===== src/sv/jtl_pkg.sv =====
// Package for the JSON table lexer: state, action and token codes, table functions, result type.
`timescale 1ns / 1ps

package jtl_pkg;

  // Lexer states.
  typedef enum logic [4:0] {
    S_IDLE      = 5'd0,
    S_PUNCT     = 5'd1,
    S_N         = 5'd2,
    S_NU        = 5'd3,
    S_NUL       = 5'd4,
    S_NULL      = 5'd5,
    S_T         = 5'd6,
    S_TR        = 5'd7,
    S_TRU       = 5'd8,
    S_TRUE      = 5'd9,
    S_F         = 5'd10,
    S_FA        = 5'd11,
    S_FAL       = 5'd12,
    S_FALS      = 5'd13,
    S_FALSE     = 5'd14,
    S_IDENT     = 5'd15,
    S_STR       = 5'd16,
    S_ESC       = 5'd17,
    S_STR_END   = 5'd18,
    S_SIGN      = 5'd19,
    S_SPACE     = 5'd20,
    S_INT       = 5'd21,
    S_DOT       = 5'd22,
    S_FRAC      = 5'd23,
    S_EXP       = 5'd24,
    S_EXP_SIGN  = 5'd25,
    S_EXP_DIG   = 5'd26
  } lex_state_e;

  // Actions taken on the held byte.
  typedef enum logic [3:0] {
    A_NONE       = 4'd0,
    A_PUNCT      = 4'd1,
    A_END_STR    = 4'd2,
    A_END_NUM    = 4'd3,
    A_END_NULL   = 4'd4,
    A_END_TRUE   = 4'd5,
    A_END_FALSE  = 4'd6,
    A_ERR_CHAR   = 4'd7,
    A_ERR_NUM    = 4'd8,
    A_CHAR       = 4'd9,
    A_INT_DIGIT  = 4'd10,
    A_FRAC_DIGIT = 4'd11,
    A_EXP_DIGIT  = 4'd12,
    A_NEG        = 4'd13,
    A_EXP_NEG    = 4'd14
  } action_e;

  // Token kinds on the result channel.
  typedef enum logic [3:0] {
    K_NONE       = 4'd0,
    K_PUNCT      = 4'd1,
    K_STRING_END = 4'd2,
    K_NUMBER     = 4'd3,
    K_NULL       = 4'd4,
    K_TRUE       = 4'd5,
    K_FALSE      = 4'd6,
    K_UNEXPECTED = 4'd7,
    K_INCOMPLETE = 4'd8
  } token_kind_e;

  typedef struct packed {
    logic               char_valid;
    logic [7:0]         char_out;
    logic [3:0]         token_kind;
    logic [63:0]        mantissa;
    logic               mantissa_saturated;
    logic               number_negative;
    logic signed [15:0] decimal_exponent;
  } result_t;

  function automatic logic is_digit(input logic [7:0] m);
    return (m >= "0") && (m <= "9");
  endfunction

  function automatic logic is_alpha(input logic [7:0] m);
    return ((m >= "a") && (m <= "z")) || ((m >= "A") && (m <= "Z"));
  endfunction

  function automatic logic is_punct(input logic [7:0] m);
    return (m == "{") || (m == "}") || (m == "[") || (m == "]") || (m == ",") || (m == ":");
  endfunction

  // Case-insensitive letter match against a lower-case letter.
  function automatic logic ci(input logic [7:0] m, input logic [7:0] lower);
    return (m == lower) || (m == (lower - 8'd32));
  endfunction

  function automatic lex_state_e next_of(input lex_state_e s, input logic [7:0] m);
    lex_state_e r;
    r = S_PUNCT;
    if (s == S_IDLE) begin
      r = S_IDLE;
      if (is_punct(m)) r = S_PUNCT;
      if (is_alpha(m) || (m == "_")) r = S_IDENT;
      if ((m == "+") || (m == "-")) r = S_SIGN;
      if (m == "\"") r = S_STR;
      if (ci(m, "n")) r = S_N;
      if (ci(m, "t")) r = S_T;
      if (ci(m, "f")) r = S_F;
    end
    if ((s >= S_N) && (s <= S_IDENT) &&
        (is_alpha(m) || is_digit(m) || (m == "-") || (m == "_") || (m == "."))) r = S_IDENT;
    if ((s == S_N) && ci(m, "u")) r = S_NU;
    if ((s == S_NU) && ci(m, "l")) r = S_NUL;
    if ((s == S_NUL) && ci(m, "l")) r = S_NULL;
    if ((s == S_T) && ci(m, "r")) r = S_TR;
    if ((s == S_TR) && ci(m, "u")) r = S_TRU;
    if ((s == S_TRU) && ci(m, "e")) r = S_TRUE;
    if ((s == S_F) && ci(m, "a")) r = S_FA;
    if ((s == S_FA) && ci(m, "l")) r = S_FAL;
    if ((s == S_FAL) && ci(m, "s")) r = S_FALS;
    if ((s == S_FALS) && ci(m, "e")) r = S_FALSE;
    if ((s == S_STR) || (s == S_ESC)) r = S_STR;
    if ((s == S_STR) && (m == "\\")) r = S_ESC;
    if ((s == S_STR) && (m == "\"")) r = S_STR_END;
    if (s == S_STR_END) r = S_PUNCT;
    if (((s == S_IDLE) || (s == S_SIGN) || (s == S_SPACE) || (s == S_INT)) && is_digit(m))
      r = S_INT;
    if (((s == S_STR_END) || (s == S_SPACE)) && (m >= 8'd1) && (m <= 8'd32)) r = S_SPACE;
    if (((s == S_IDLE) || (s == S_SIGN) || (s == S_SPACE) || (s == S_INT)) && (m == "."))
      r = S_DOT;
    if (((s == S_DOT) || (s == S_FRAC)) && is_digit(m)) r = S_FRAC;
    if (((s == S_INT) || (s == S_DOT) || (s == S_FRAC)) && ci(m, "e")) r = S_EXP;
    if ((s == S_EXP) && ((m == "+") || (m == "-"))) r = S_EXP_SIGN;
    if (((s == S_EXP) || (s == S_EXP_SIGN) || (s == S_EXP_DIG)) && is_digit(m)) r = S_EXP_DIG;
    return r;
  endfunction

  function automatic action_e act_of(input lex_state_e s, input logic [7:0] m);
    lex_state_e n;
    action_e    a;
    n = next_of(s, m);
    a = A_NONE;
    if ((s != S_IDLE) && (s < S_SIGN)) a = A_ERR_CHAR;
    if ((s == S_IDLE) && is_punct(m)) a = A_PUNCT;
    if ((n >= S_N) && (n <= S_IDENT)) a = A_CHAR;
    if (n == S_PUNCT) begin
      if (((s >= S_N) && (s <= S_NUL)) || ((s >= S_T) && (s <= S_TRU)) ||
          ((s >= S_F) && (s <= S_FALS))) a = A_END_STR;
      if (s == S_NULL) a = A_END_NULL;
      if (s == S_TRUE) a = A_END_TRUE;
      if (s == S_FALSE) a = A_END_FALSE;
      if (s == S_IDENT) a = A_END_STR;
    end
    if (s == S_STR) a = (n == S_STR) ? A_CHAR : A_NONE;
    if (s == S_ESC) a = A_CHAR;
    if (s == S_STR_END) a = A_END_STR;
    if (n == S_PUNCT) begin
      if (s >= S_SIGN) a = A_ERR_NUM;
      if ((s == S_INT) || (s == S_DOT) || (s == S_FRAC) || (s == S_EXP_DIG)) a = A_END_NUM;
    end
    if ((n == S_SIGN) && (m == "-")) a = A_NEG;
    if (n == S_INT) a = A_INT_DIGIT;
    if (n == S_FRAC) a = A_FRAC_DIGIT;
    if ((n == S_EXP_SIGN) && (m == "-")) a = A_EXP_NEG;
    if (n == S_EXP_DIG) a = A_EXP_DIGIT;
    return a;
  endfunction

endpackage


===== src/sv/jtl_in_if.sv =====
// Byte input channel of the JSON table lexer.
`timescale 1ns / 1ps

interface jtl_in_if;
  logic       valid;
  logic       ready;
  logic [7:0] in_byte;

  modport source (output valid, output in_byte, input ready);
  modport sink   (input valid, input in_byte, output ready);
endinterface


===== src/sv/jtl_out_if.sv =====
// Result channel of the JSON table lexer.
`timescale 1ns / 1ps

interface jtl_out_if;
  logic               valid;
  logic               ready;
  logic               char_valid;
  logic [7:0]         char_out;
  logic [3:0]         token_kind;
  logic [63:0]        mantissa;
  logic               mantissa_saturated;
  logic               number_negative;
  logic signed [15:0] decimal_exponent;

  modport source (output valid, output char_valid, output char_out, output token_kind,
                  output mantissa, output mantissa_saturated, output number_negative,
                  output decimal_exponent, input ready);
  modport sink   (input valid, input char_valid, input char_out, input token_kind,
                  input mantissa, input mantissa_saturated, input number_negative,
                  input decimal_exponent, output ready);
endinterface


===== src/sv/json_table_lexer_unit.sv =====
// Top level of the byte-serial JSON table lexer with one byte of lookahead.
// Latency: the result for a held byte is loaded into the output register at the edge that
//   accepts the byte after it (the lookahead decides whether a token ends), and is offered
//   from the cycle that follows.
// Throughput: one byte per cycle unless the result register stalls; the lexer tables and
//   a shift-add digit update sit between the state registers and the result register.
// Reset: rst_ni clears lex state, held byte, number state and the output valid at once.
`timescale 1ns / 1ps

module json_table_lexer_unit (
  input  logic        clk_i,
  input  logic        rst_ni,
  jtl_in_if.sink      in_i,
  jtl_out_if.source   out_o
);
  import jtl_pkg::*;

  // Lexer state. The held byte is the one being acted on; the incoming beat is lookahead.
  lex_state_e  state_q, state_d;
  logic [7:0]  held_q;
  logic [63:0] acc_q, acc_d;
  logic        sat_q, sat_d;
  logic [15:0] frac_q, frac_d;
  logic [15:0] exp_q, exp_d;
  logic        vminus_q, vminus_d;
  logic        eminus_q, eminus_d;

  // Output register.
  logic        out_valid_q, out_valid_d;
  result_t     res_q, res_d;

  lex_state_e  cur_next;
  action_e     cur_act;
  action_e     look_act;
  logic [3:0]  digit;
  logic [67:0] mant_prod;
  logic [19:0] exp_prod;
  token_kind_e kind;
  logic        cv;
  logic        res_valid;
  logic        in_acc;
  logic signed [17:0] ev_sgn;
  logic signed [17:0] ev;

  // Accept a new byte whenever the result register is free or being drained.
  assign in_i.ready = !out_valid_q || out_o.ready;
  assign in_acc     = in_i.valid && in_i.ready;

  // Table lookups: act on the held byte, then look at what the next state does
  // with the lookahead byte.
  always_comb begin
    cur_next = next_of(state_q, held_q);
    cur_act  = act_of(state_q, held_q);
    look_act = act_of(cur_next, in_i.in_byte);
    digit    = held_q[3:0];
    // x*10 + d as shift-add; any bit above 63 means overflow.
    mant_prod = ({4'b0, acc_q} << 3) + ({4'b0, acc_q} << 1) + {64'b0, digit};
    exp_prod  = ({4'b0, exp_q} << 3) + ({4'b0, exp_q} << 1) + {16'b0, digit};
  end

  // Action on the held byte and token end detection.
  always_comb begin
    state_d  = state_q;
    acc_d    = acc_q;
    sat_d    = sat_q;
    frac_d   = frac_q;
    exp_d    = exp_q;
    vminus_d = vminus_q;
    eminus_d = eminus_q;
    kind     = K_NONE;
    cv       = 1'b0;

    unique case (cur_act)
      A_PUNCT:    kind = K_PUNCT;
      A_ERR_CHAR: kind = K_UNEXPECTED;
      A_ERR_NUM:  kind = K_INCOMPLETE;
      A_CHAR:     cv   = 1'b1;
      A_INT_DIGIT, A_FRAC_DIGIT: begin
        // Saturated mantissa holds; fraction digits still count.
        if (!sat_q) begin
          if (mant_prod[67:64] != 4'd0) begin
            acc_d = '1;
            sat_d = 1'b1;
          end else begin
            acc_d = mant_prod[63:0];
          end
        end
        if ((cur_act == A_FRAC_DIGIT) && (frac_q != 16'hFFFF)) frac_d = frac_q + 16'd1;
      end
      A_EXP_DIGIT: begin
        if (exp_prod[19:16] != 4'd0) exp_d = 16'hFFFF;
        else                         exp_d = exp_prod[15:0];
      end
      A_NEG:     vminus_d = 1'b1;
      A_EXP_NEG: eminus_d = 1'b1;
      default: ;
    endcase

    // Lookahead decides whether a string, number or literal ends on this byte.
    if (kind == K_NONE) begin
      unique case (look_act)
        A_END_STR:   kind = K_STRING_END;
        A_END_NUM:   kind = K_NUMBER;
        A_END_NULL:  kind = K_NULL;
        A_END_TRUE:  kind = K_TRUE;
        A_END_FALSE: kind = K_FALSE;
        default:     state_d = cur_next;
      endcase
    end

    res_valid = cv || (kind != K_NONE);

    // Exponent: signed exponent digits minus fraction digit count, clamped to 16 bits.
    ev_sgn = eminus_d ? -$signed({2'b00, exp_d}) : $signed({2'b00, exp_d});
    ev     = ev_sgn - $signed({2'b00, frac_d});

    res_d                    = '0;
    res_d.char_valid         = cv;
    res_d.token_kind         = kind;
    if (cv || (kind == K_PUNCT) || (kind == K_UNEXPECTED) || (kind == K_INCOMPLETE))
      res_d.char_out = held_q;
    if (kind == K_NUMBER) begin
      res_d.mantissa           = acc_d;
      res_d.mantissa_saturated = sat_d;
      res_d.number_negative    = vminus_d;
      if (ev > 18'sd32767)       res_d.decimal_exponent = 16'sh7FFF;
      else if (ev < -18'sd32768) res_d.decimal_exponent = 16'sh8000;
      else                       res_d.decimal_exponent = ev[15:0];
    end

    // Any token or error returns to idle and drops number state.
    if (kind != K_NONE) begin
      state_d  = S_IDLE;
      acc_d    = '0;
      sat_d    = 1'b0;
      frac_d   = '0;
      exp_d    = '0;
      vminus_d = 1'b0;
      eminus_d = 1'b0;
    end
  end

  // Output valid: load on accept, drop when the sink takes the beat.
  always_comb begin
    out_valid_d = out_valid_q;
    if (in_acc)            out_valid_d = res_valid;
    else if (out_o.ready)  out_valid_d = 1'b0;
  end

  always_ff @(posedge clk_i or negedge rst_ni) begin
    if (!rst_ni) begin
      state_q     <= S_IDLE;
      held_q      <= '0;
      acc_q       <= '0;
      sat_q       <= 1'b0;
      frac_q      <= '0;
      exp_q       <= '0;
      vminus_q    <= 1'b0;
      eminus_q    <= 1'b0;
      out_valid_q <= 1'b0;
    end else begin
      out_valid_q <= out_valid_d;
      if (in_acc) begin
        state_q  <= state_d;
        held_q   <= in_i.in_byte;
        acc_q    <= acc_d;
        sat_q    <= sat_d;
        frac_q   <= frac_d;
        exp_q    <= exp_d;
        vminus_q <= vminus_d;
        eminus_q <= eminus_d;
      end
    end
  end

  // Result payload needs no reset; valid qualifies it.
  always_ff @(posedge clk_i) begin
    if (in_acc && res_valid) res_q <= res_d;
  end

  assign out_o.valid              = out_valid_q;
  assign out_o.char_valid         = res_q.char_valid;
  assign out_o.char_out           = res_q.char_out;
  assign out_o.token_kind         = res_q.token_kind;
  assign out_o.mantissa           = res_q.mantissa;
  assign out_o.mantissa_saturated = res_q.mantissa_saturated;
  assign out_o.number_negative    = res_q.number_negative;
  assign out_o.decimal_exponent   = res_q.decimal_exponent;

endmodule


===== src/flat_wrapper.sv =====
// flat-port wrapper written by rule: the top's interface ports become plain ports
module json_table_lexer_unit_flat import jtl_pkg::*;
  (clk_i, rst_ni, in_i_valid, in_i_in_byte, in_i_ready, out_o_valid, out_o_char_valid, out_o_char_out, out_o_token_kind, out_o_mantissa, out_o_mantissa_saturated, out_o_number_negative, out_o_decimal_exponent, out_o_ready);
  jtl_in_if in_i_i ();
  jtl_out_if out_o_i ();
  input  logic clk_i;
  input  logic rst_ni;
  input wire logic [$bits(in_i_i.valid)-1:0] in_i_valid;
  input wire logic [$bits(in_i_i.in_byte)-1:0] in_i_in_byte;
  output wire logic [$bits(in_i_i.ready)-1:0] in_i_ready;
  output wire logic [$bits(out_o_i.valid)-1:0] out_o_valid;
  output wire logic [$bits(out_o_i.char_valid)-1:0] out_o_char_valid;
  output wire logic [$bits(out_o_i.char_out)-1:0] out_o_char_out;
  output wire logic [$bits(out_o_i.token_kind)-1:0] out_o_token_kind;
  output wire logic [$bits(out_o_i.mantissa)-1:0] out_o_mantissa;
  output wire logic [$bits(out_o_i.mantissa_saturated)-1:0] out_o_mantissa_saturated;
  output wire logic [$bits(out_o_i.number_negative)-1:0] out_o_number_negative;
  output wire logic [$bits(out_o_i.decimal_exponent)-1:0] out_o_decimal_exponent;
  input wire logic [$bits(out_o_i.ready)-1:0] out_o_ready;
  assign in_i_i.valid = in_i_valid;
  assign in_i_i.in_byte = in_i_in_byte;
  assign in_i_ready = in_i_i.ready;
  assign out_o_valid = out_o_i.valid;
  assign out_o_char_valid = out_o_i.char_valid;
  assign out_o_char_out = out_o_i.char_out;
  assign out_o_token_kind = out_o_i.token_kind;
  assign out_o_mantissa = out_o_i.mantissa;
  assign out_o_mantissa_saturated = out_o_i.mantissa_saturated;
  assign out_o_number_negative = out_o_i.number_negative;
  assign out_o_decimal_exponent = out_o_i.decimal_exponent;
  assign out_o_i.ready = out_o_ready;
  json_table_lexer_unit u_core (.clk_i(clk_i), .rst_ni(rst_ni), .in_i(in_i_i), .out_o(out_o_i));
endmodule

===== config.mk =====
export PLATFORM = sky130hd
export DESIGN_NAME = json_table_lexer_unit_flat
export DESIGN_NICKNAME = d
export VERILOG_FILES = /design/src/sv/jtl_pkg.sv /design/src/sv/jtl_in_if.sv /design/src/sv/jtl_out_if.sv /design/src/sv/json_table_lexer_unit.sv /design/src/flat_wrapper.sv
export SDC_FILE = /design/constraint.sdc
export NUM_CORES = 1
export LEC_CHECK = 0
export ABC_AREA = 1
export BUFFER_PORTS_ARGS = -buffer_cell sky130_fd_sc_hd__buf_2
export CAP_MARGIN = 20
export CORE_ASPECT_RATIO = 0.9
export CORE_MARGIN = 3
export CORE_UTILIZATION = 61
export CTS_BUF_LIST = sky130_fd_sc_hd__clkbuf_2 sky130_fd_sc_hd__clkbuf_4 sky130_fd_sc_hd__clkbuf_8
export CTS_CLUSTER_DIAMETER = 40
export DETAILED_ROUTE_END_ITERATION = 6
export GPL_ROUTABILITY_DRIVEN = 1
export GPL_TIMING_DRIVEN = 0
export PLACE_DENSITY = 0.8
export SLEW_MARGIN = 10
export SYNTH_ARGS = -nofsm -noshare
export SYNTH_HDL_FRONTEND = slang
export SYNTH_SLANG_ARGS = --single-unit

===== constraint.sdc =====
create_clock -name clk_i -period 15.4 [get_ports clk_i]
set_input_delay 0.77 -clock clk_i [delete_from_list [all_inputs] [get_ports clk_i]]
set_output_delay 0.77 -clock clk_i [all_outputs]
set_load 0.03 [all_outputs]

==> results list, run 1 <==
- The first global-routing pass estimated 83800 um of wire.
- Number of instances in the synthesized netlist: about 2500
- The initial antenna violation count is 1.
* Commonest register cell after synthesis: dfrtp_1
* Net count after synthesis: 2694
- TritonCTS built the clock tree.
- The placed instances occupy a cell area of 0.0193 mm2.
- For the worst setup path, the data arrival time is 8.32 ns.
* Routed vias: ~18000
- Post-CTS repair timing setup buffer count: 0
- Antenna-violating nets left: 0
* Hold Worst Slack: 0.0867 ns
- After clock tree synthesis, the flow added hold-fix buffers numbering 0.
* Average footprint of a synthesized cell: 7.26 um2
- Worst reg2reg path startpoint: u_core.held_q[1]
- Entering global routing, the biggest net connects a little over 80 pins.
- Count of instances resized after the clock tree is built: 0
* Nets: between 2000 and 3000
- Of the cells placed in the final design, the portion with a size suffix greater than 1 is 0.143.
- CTS H-tree lvls: 2
* Number of warning messages in the yosys log: 0
* Height of the die: 170 um
- The congestion estimate from routability-driven global placement came to 0.999.
- Worst-case clock buffer depth: 3
- The critical path is of the flop to flop type.
- Final-report setup violation count: 0
- Setup clock skew after layout: 0.0424 ns
- The tool flagged a number of max-cap violations equal to 0.
- Gr ovfl total: 0
- Maximum fanout along the worst path: 10
* Length of the first detailed-routing pass in iterations: 6
* Maximum cell stage delay along the critical path: 0.59 ns
- The min-delay analysis places its worst path in the category input pin to asynchronous set/reset pin.
- In the global route stage, overall resource usage came out at 0.318.
- Row generation in the floorplan step produced 59 rows.
- Clock-pin slew was measured on the worst setup and hold paths at 0.06 ns.
* Worst reg2reg path endpoint: u_core.out_o.decimal_exponent[5]
- The floorplan step defined a die boundary enclosing ~0.032 mm2.
* Crit path capture type: flop
- Setup TNS: 0 ns
- For the worst setup path, the data required time is 15.70 ns.
- Worst slack at placement: 7.56 ns
- The core region is 0.0291 mm2.
- During placement, the flow inserted port buffers numbering 108.
- Via count normalized by instance count: 5.76
- The routed design has about 51000 um of wire.
- The via count of the first global-routing pass was 16721.
- Crit start category: flop
- Buffers inserted during clock tree synthesis total 40.
* Achievable Freq: 0.125 GHz
* Remaining max-slew budget at the tightest pin: 0.438
- Post-synthesis cell type count: 59
* Layout overhead on the synthesized area: 11.0%
- In this run the cell area of the synthesized design comes to 0.0182 mm2.
- Chip width: 188 um
- Final-layout fill cell count: approximately 2600
- In the synthesized netlist the async set-or-reset flop fraction comes to 0.543.
- The finished cells cover slightly above 0.02 mm2.
- For this design, the slowest cell found on the critical path is dfrtp_1.
- Post-route DRC: 0
- The initial utilization of the core area, before any placement, comes to 0.624.
- The cell sitting at the root of the clock tree is a clkbuf_8.
* Worst Slack Setup Final: 7.38 ns
- The number of antenna diodes in the final layout is 0.
- For the pin with the worst max-slew slack, the measured transition is ~0.84 ns.
- Clock latency on the worst-skew pair, taken at its later pin, is 0.59 ns.
* Number of enable flip-flop cells after synthesis: 95
* Worst R2R Setup Slack: 7.38 ns
* Final clock period utilization by the worst path: 0.521
- The share of the Yosys chip area taken by registers is 0.313.
- Setup repair after global routing left no endpoint under its margin.
- The flow ran to the end, and the final reports show no timing, DRC or antenna violations.
- The total count of hold-check failures in the final report was 0.
* Post-DP HPWL: between 30000 and 40000 um
- The clock net in this run drives a total of 208 sinks.
* Number of primary I/O pins: between 100 and 150
- The smallest clock period supported by the final layout is computed as roughly 8.0 ns.
- After detailed routing, the average wire length per cell comes to approximately 17 um.
- After the first detailed-routing iteration, the DRC count stood at 1756.
- R2r worst-path depth: 44
* Number of flip-flops and latches in the synthesized netlist: between 200 and 250
- Final-report max-slew violation count: 0
## cell type report
class                           instances  area, um2  share of cell area
Timing Repair Buffer                  111        609              0.0302
Sequential cell                       208       5680               0.282
Tap cell                              396        495              0.0246
Inverter                              328       1230              0.0612
Multi-Input combinational cell       1896      10900               0.541
Clock buffer                           60        726              0.0360
Clock inverter                         14        158             0.00782
Buffer                                 69        343              0.0170
## critical path, delay by kind of cell, from the launching register on
| family | cells | cell delay (ns) |
|---|---|---|
| and+or+nand+nor | 16 | 1.70 |
| adders and majority gates | 5 | 1.59 |
| DFF | 1 | 0.59 |
| buffers and inverters | 5 | 0.78 |
| AOI/OAI and AO/OA | 18 | 3.07 |
## cell usage in the layout (no fill, tap or decap), types with 8 or more instances in the layout
| master | n |
|---|---|
| nand2_1 | 583 |
| nor2_1 | 311 |
| inv_1 | 306 |
| ha_1 | 176 |
| a21oi_1 | 155 |
| buf_2 | 117 |
| o21ai_0 | 115 |
| dfrtp_1 | 113 |
| nand3_1 | 106 |
| edfxtp_1 | 95 |
| o21ai_2 | 61 |
| xor2_1 | 52 |
| a31oi_1 | 49 |
| or2_2 | 48 |
| clkbuf_8 | 44 |
| clkbuf_1 | 42 |
| nand4_1 | 34 |
| nor3_1 | 26 |
| xnor2_1 | 22 |
| inv_2 | 21 |
| o22a_1 | 20 |
| clkbuf_4 | 16 |
| nand2_2 | 13 |
| o21bai_1 | 10 |
| nand3b_1 | 9 |
| nor2_2 | 8 |
| o21ai_1 | 8 |
| a211oi_1 | 8 |
| buf_6 | 8 |
## routing by layer
layer	share of wire	GRT usage	up-vias
li1	-	-	8636
met2	0.44	0.504	720
met5	0.00016	0	-
met1	0.46	0.456	8291
met3	0.070	0.0430	111
met4	0.030	0.0998	2
## synthesized netlist by cell type, types with 4 or more instances
| cell | instances | area, um2 |
|---|---|---|
| nand2_1 | 583 | 2190 |
| nor2_1 | 311 | 1170 |
| inv_1 | 307 | 1150 |
| ha_1 | 176 | 2200 |
| a21oi_1 | 155 | 776 |
| o21ai_0 | 115 | 576 |
| dfrtp_1 | 113 | 2830 |
| nand3_1 | 106 | 531 |
| edfxtp_1 | 95 | 2850 |
| o21ai_2 | 61 | 534 |
| xor2_1 | 52 | 455 |
| a31oi_1 | 49 | 307 |
| or2_2 | 48 | 300 |
| clkbuf_1 | 42 | 158 |
| nand4_1 | 34 | 213 |
| nor3_1 | 26 | 130 |
| xnor2_1 | 22 | 193 |
| inv_2 | 21 | 78.8 |
| o22a_1 | 20 | 175 |
| nand2_2 | 13 | 81.3 |
| buf_2 | 10 | 50.1 |
| o21bai_1 | 10 | 75.1 |
| nand3b_1 | 9 | 67.6 |
| a211oi_1 | 8 | 60.1 |
| nor2_2 | 8 | 50.1 |
| o21ai_1 | 8 | 40.0 |
| buf_6 | 7 | 78.8 |
| nor4_1 | 7 | 43.8 |
| o21a_1 | 7 | 52.6 |
| nand3_2 | 6 | 60.1 |
| a21boi_0 | 5 | 37.5 |
| buf_1 | 5 | 18.8 |
| buf_4 | 5 | 37.5 |
| fa_1 | 5 | 100 |
| o211ai_1 | 5 | 37.5 |
| a21o_1 | 4 | 30.0 |
| nor2_4 | 4 | 45.0 |
| o221ai_1 | 4 | 35.0 |
## worst max path at each step
| stage | from | end | slack [ns] |
|---|---|---|---|
| floorplan | u_core.exp_q[0] | u_core.out_o.decimal_exponent[4] | 8.80 |
| global placement | u_core.held_q[3] | u_core.out_o.decimal_exponent[12] | 7.70 |
| detailed placement | u_core.held_q[1] | u_core.out_o.decimal_exponent[5] | 7.56 |
| CTS | u_core.held_q[1] | u_core.out_o.decimal_exponent[5] | 7.53 |
| global route | u_core.held_q[1] | u_core.out_o.decimal_exponent[12] | 6.63 |
| finish | u_core.held_q[1] | u_core.out_o.decimal_exponent[5] | 7.38 |
## cell families after synthesis
kind of cell / Yosys count / share of synthesized area
xor+xnor: 74 / 0.0357
flops: 208 / 0.313
buf+inv: 397 / 0.0867
simple gates: 1171 / 0.278
compound gates: 470 / 0.160
fa+ha+maj: 181 / 0.127
## through the flow
stage          std cells  utilization
3_5_place_dp        3008        0.662
4_1_cts             3082        0.693
3_3_place_gp        3005        0.660
6_report            3082        0.693
5_1_grt             3082        0.693
2_1_floorplan       2501            -
## registers in the layout, indices dropped and copies added, names as in the netlist, 5 cells and up
signal and flops:
u_core.out_o.decimal_exponent 16, u_core.out_o.mantissa 64, u_core.exp_q 16, u_core.acc_q 64, u_core.out_o.char_out 8, u_core.frac_q 16, u_core.state_q 5, u_core.held_q 8
Power of run 1 is left out: the tool's default activity adds up to more than one toggle a clock period on the data nets, which glitch-free logic cannot reach.
==> run 2, diff against run 1 <==
CORE_UTILIZATION = 58   (was 61)
clock period = 6.83 ns   (was 15.4 ns; I/O delays follow)
==> run 2 against run 1 <==
  * The flow now finishes with violations (negative setup slack)
  * Non-clock buffer count rose by 39
  * Global-route usage down 1.2 points
  * Worst setup slack got worse by 7.4 ns
  * Cell count up 1.4%
  * Utilization fell by 0.36 points
  * Routed wire length rose by 4.5%
  * Critical path depth rose by 1
  * Die area is 5.0% higher
  * Largest cell class unchanged
  * Highest routed layer is now met4
==> results list, run 2 (synthesized netlist as in run 1, its figures left out) <==
- The flow ran to the end, but the final reports show violations.
- Along the worst path, the maximum fanout reaches 7.
- Final clock period utilization by the worst path: 1.00
- Across the run, the number of max-cap violations was 0.
- Number of violations reported at the end of detailed-routing iteration 0: between 1500 and 2000
* Achievable Freq: 0.146 GHz
* Worst Setup SP: u_core.exp_q[1]
- STA puts the critical path data required time at between 7 and 8 ns.
- Worst reg2reg path endpoint: u_core.out_o.decimal_exponent[5]
- In the final layout, the share of cells above drive strength 1 is 0.185.
- Worst setup path category: flop to flop
- Together, buffers and inverters on the worst path number 5.
- Wire length of the first global-routing pass: 84100 um
- Headroom to the max-slew limit came out at 0.274.
- CTS tree: yes
* Global-route usage over all layers: 0.306
* Final-report max-slew violation count: 0
- Hold Worst Slack: 0.0830 ns
- Commonest cells after routing, fill and taps aside: nand2_1 (563), nor2_1 (306), inv_1 (305)
- Worst Slack Setup Final: -0.00296 ns
* Number of primary I/O pins: 109
* Worst slack at placement: -0.940 ns
- Length of the first detailed-routing pass in iterations: 6
- Time the worst path needs with I/O delays and setup: roughly 6.8 ns
- The startpoint identified for the worst register-to-register timing path is u_core.exp_q[1].
- Summed over all layers, the global routing overflow is 0.
- The root buffer cell chosen for the clock tree is clkbuf_8.
- Post-route DRC: 0
- Routed vias: 18010
* Transition time at the pin with the least slew margin: 1.08 ns
- For this block, the routed nets add up to 53800 um of wire.
- The initial antenna violation count was 0.
- Setup clock skew after layout: 0.0304 ns
- Worst-case clock buffer depth: 3
* Final Instance Area: 0.0210 mm2
* Crit start category: flop
* Placed Area: ~0.019 mm2
- Fill cells in the final layout number 2555.
* Number of buffers inserted during clock tree synthesis: 39
* Arrival time of the worst setup path: between 7 and 8 ns
- Vias in the first global route: between 15000 and 20000
* R2r worst-path depth: 45
- Initial Util: 0.597
- Post-DP HPWL: 40000 um
- The H-tree generated during clock tree synthesis spans 2 levels.
* Layout overhead on the synthesized area: 15.4%
- Slowest stage cell on the critical path: dfrtp_1
* Source-to-sink clock delay at the later pin of the worst-skew pair: 0.58 ns
* Worst hold-check path type: input pin to flop
- The critical path crosses 45 cells after its start point.
* Die ar.: 0.0335 mm2
- Via count normalized by instance count: around 5.8
- Among the stages of the critical path, the cell type that occurs most often is nand2_1.
- Measured along the x axis, the die boundary spans 193 um.
* Clock transition at the register clock pins on the worst setup and hold paths after CTS: 0.06 ns
- Port-buffer cells: approximately 110
* Setup TNS: -0.00296 ns
- Number of diodes: 0
- The startpoint identified for the worst hold timing path is in_i_in_byte[7].
* Top delay family on crit path: compound AO/OA/AOI/OAI gates
- Entering global routing, the biggest net connects 85 pins.
- Failing checks: negative setup slack
- Unrepaired setup endpoints after global routing: yes
* Most common cell after layout, fill and taps aside: nand2_1
- Area inside the core boundary: between 0.03 and 0.04 mm2
- For this run, the post-layout net count is just under 3000.
* Crit path capture type: flop
- For flop-to-flop paths, the worst setup slack is -0.003 ns.
- Final-report setup violation count: 1
* Height of the die: 174 um
- Row generation in the floorplan step produced 60 rows.
* Per-cell routed wire length: 17.2 um
- Hold Violations, Final: 0
- Timing endpoint of the critical path: u_core.out_o.decimal_exponent[5]
- For this design, the sink count on the clock tree is 208.
- Antenna-violating nets left: 0
- Maximum cell stage delay along the critical path: 0.42 ns
- Routability-driven placement finished with a final weighted congestion of between 0.9 and 1.
-- run 2: cell types whose count changed in the layout (fill, tap and decap cells not counted), moves of 9 or more --
cell / change
nand2_2: +18
ha_1: -11
ha_4: +9
clkbuf_4: -9
buf_4: +34
a21oi_2: +20
nand2_1: -20
a21oi_1: -26
-- run 2: what timing repair did --
action | in CTS | in global routing
setup endpoints to repair | 16 | 16
pin swaps | 11 | 66
resized for setup | 26 | 97
cloned | 0 | 2
endpoints found under the hold margin | 29 | 0
setup buffers | 10 | 27
hold buffers | 1 | 0
-- run 2: tightest hold or removal path, cell delays in order --
cell and delay (ns):
buf_2 0.14, nand2_1 0.06, o21ai_0 0.06
-- run 2: area by class of cell --
cell class / count / area [um2] / share of cell area
sequential: 208 / 5690 / 0.271
multi-input combinational: 1896 / 11400 / 0.544
clock inverter: 24 / 226 / 0.0108
inverter: 328 / 1230 / 0.0589
clock buffer: 47 / 603 / 0.0288
tap: 403 / 504 / 0.0241
timing repair buffer: 150 / 938 / 0.0448
buffer: 69 / 368 / 0.0176
-- run 2: metal layers --
metal / up-vias / track usage / wire length (um)
met2: 695 / 0.470 / 23800
met3: 125 / 0.0447 / 4080
met5: - / 0 / 0
met4: 0 / 0.0750 / 1500
met1: 8480 / 0.455 / 24400
li1: 8710 / - / -
-- run 2: worst min path at each step --
stage	cells past startpoint	endpoint
5_1_grt	3	u_core.held_q[7]
4_1_cts	3	u_core.held_q[7]
3_3_place_gp	2	u_core.frac_q[10]
2_1_floorplan	0	u_core.acc_q[0]
3_5_place_dp	1	u_core.exp_q[15]
6_report	3	u_core.held_q[7]
-- run 2: stage by stage --
stage               instances  utilization
floorplan                2501            -
global placement         3012        0.632
detailed placement       3014        0.634
CTS                      3096        0.667
global route             3125        0.689
finish                   3125        0.689
Power of run 2 is left out for the same reason.
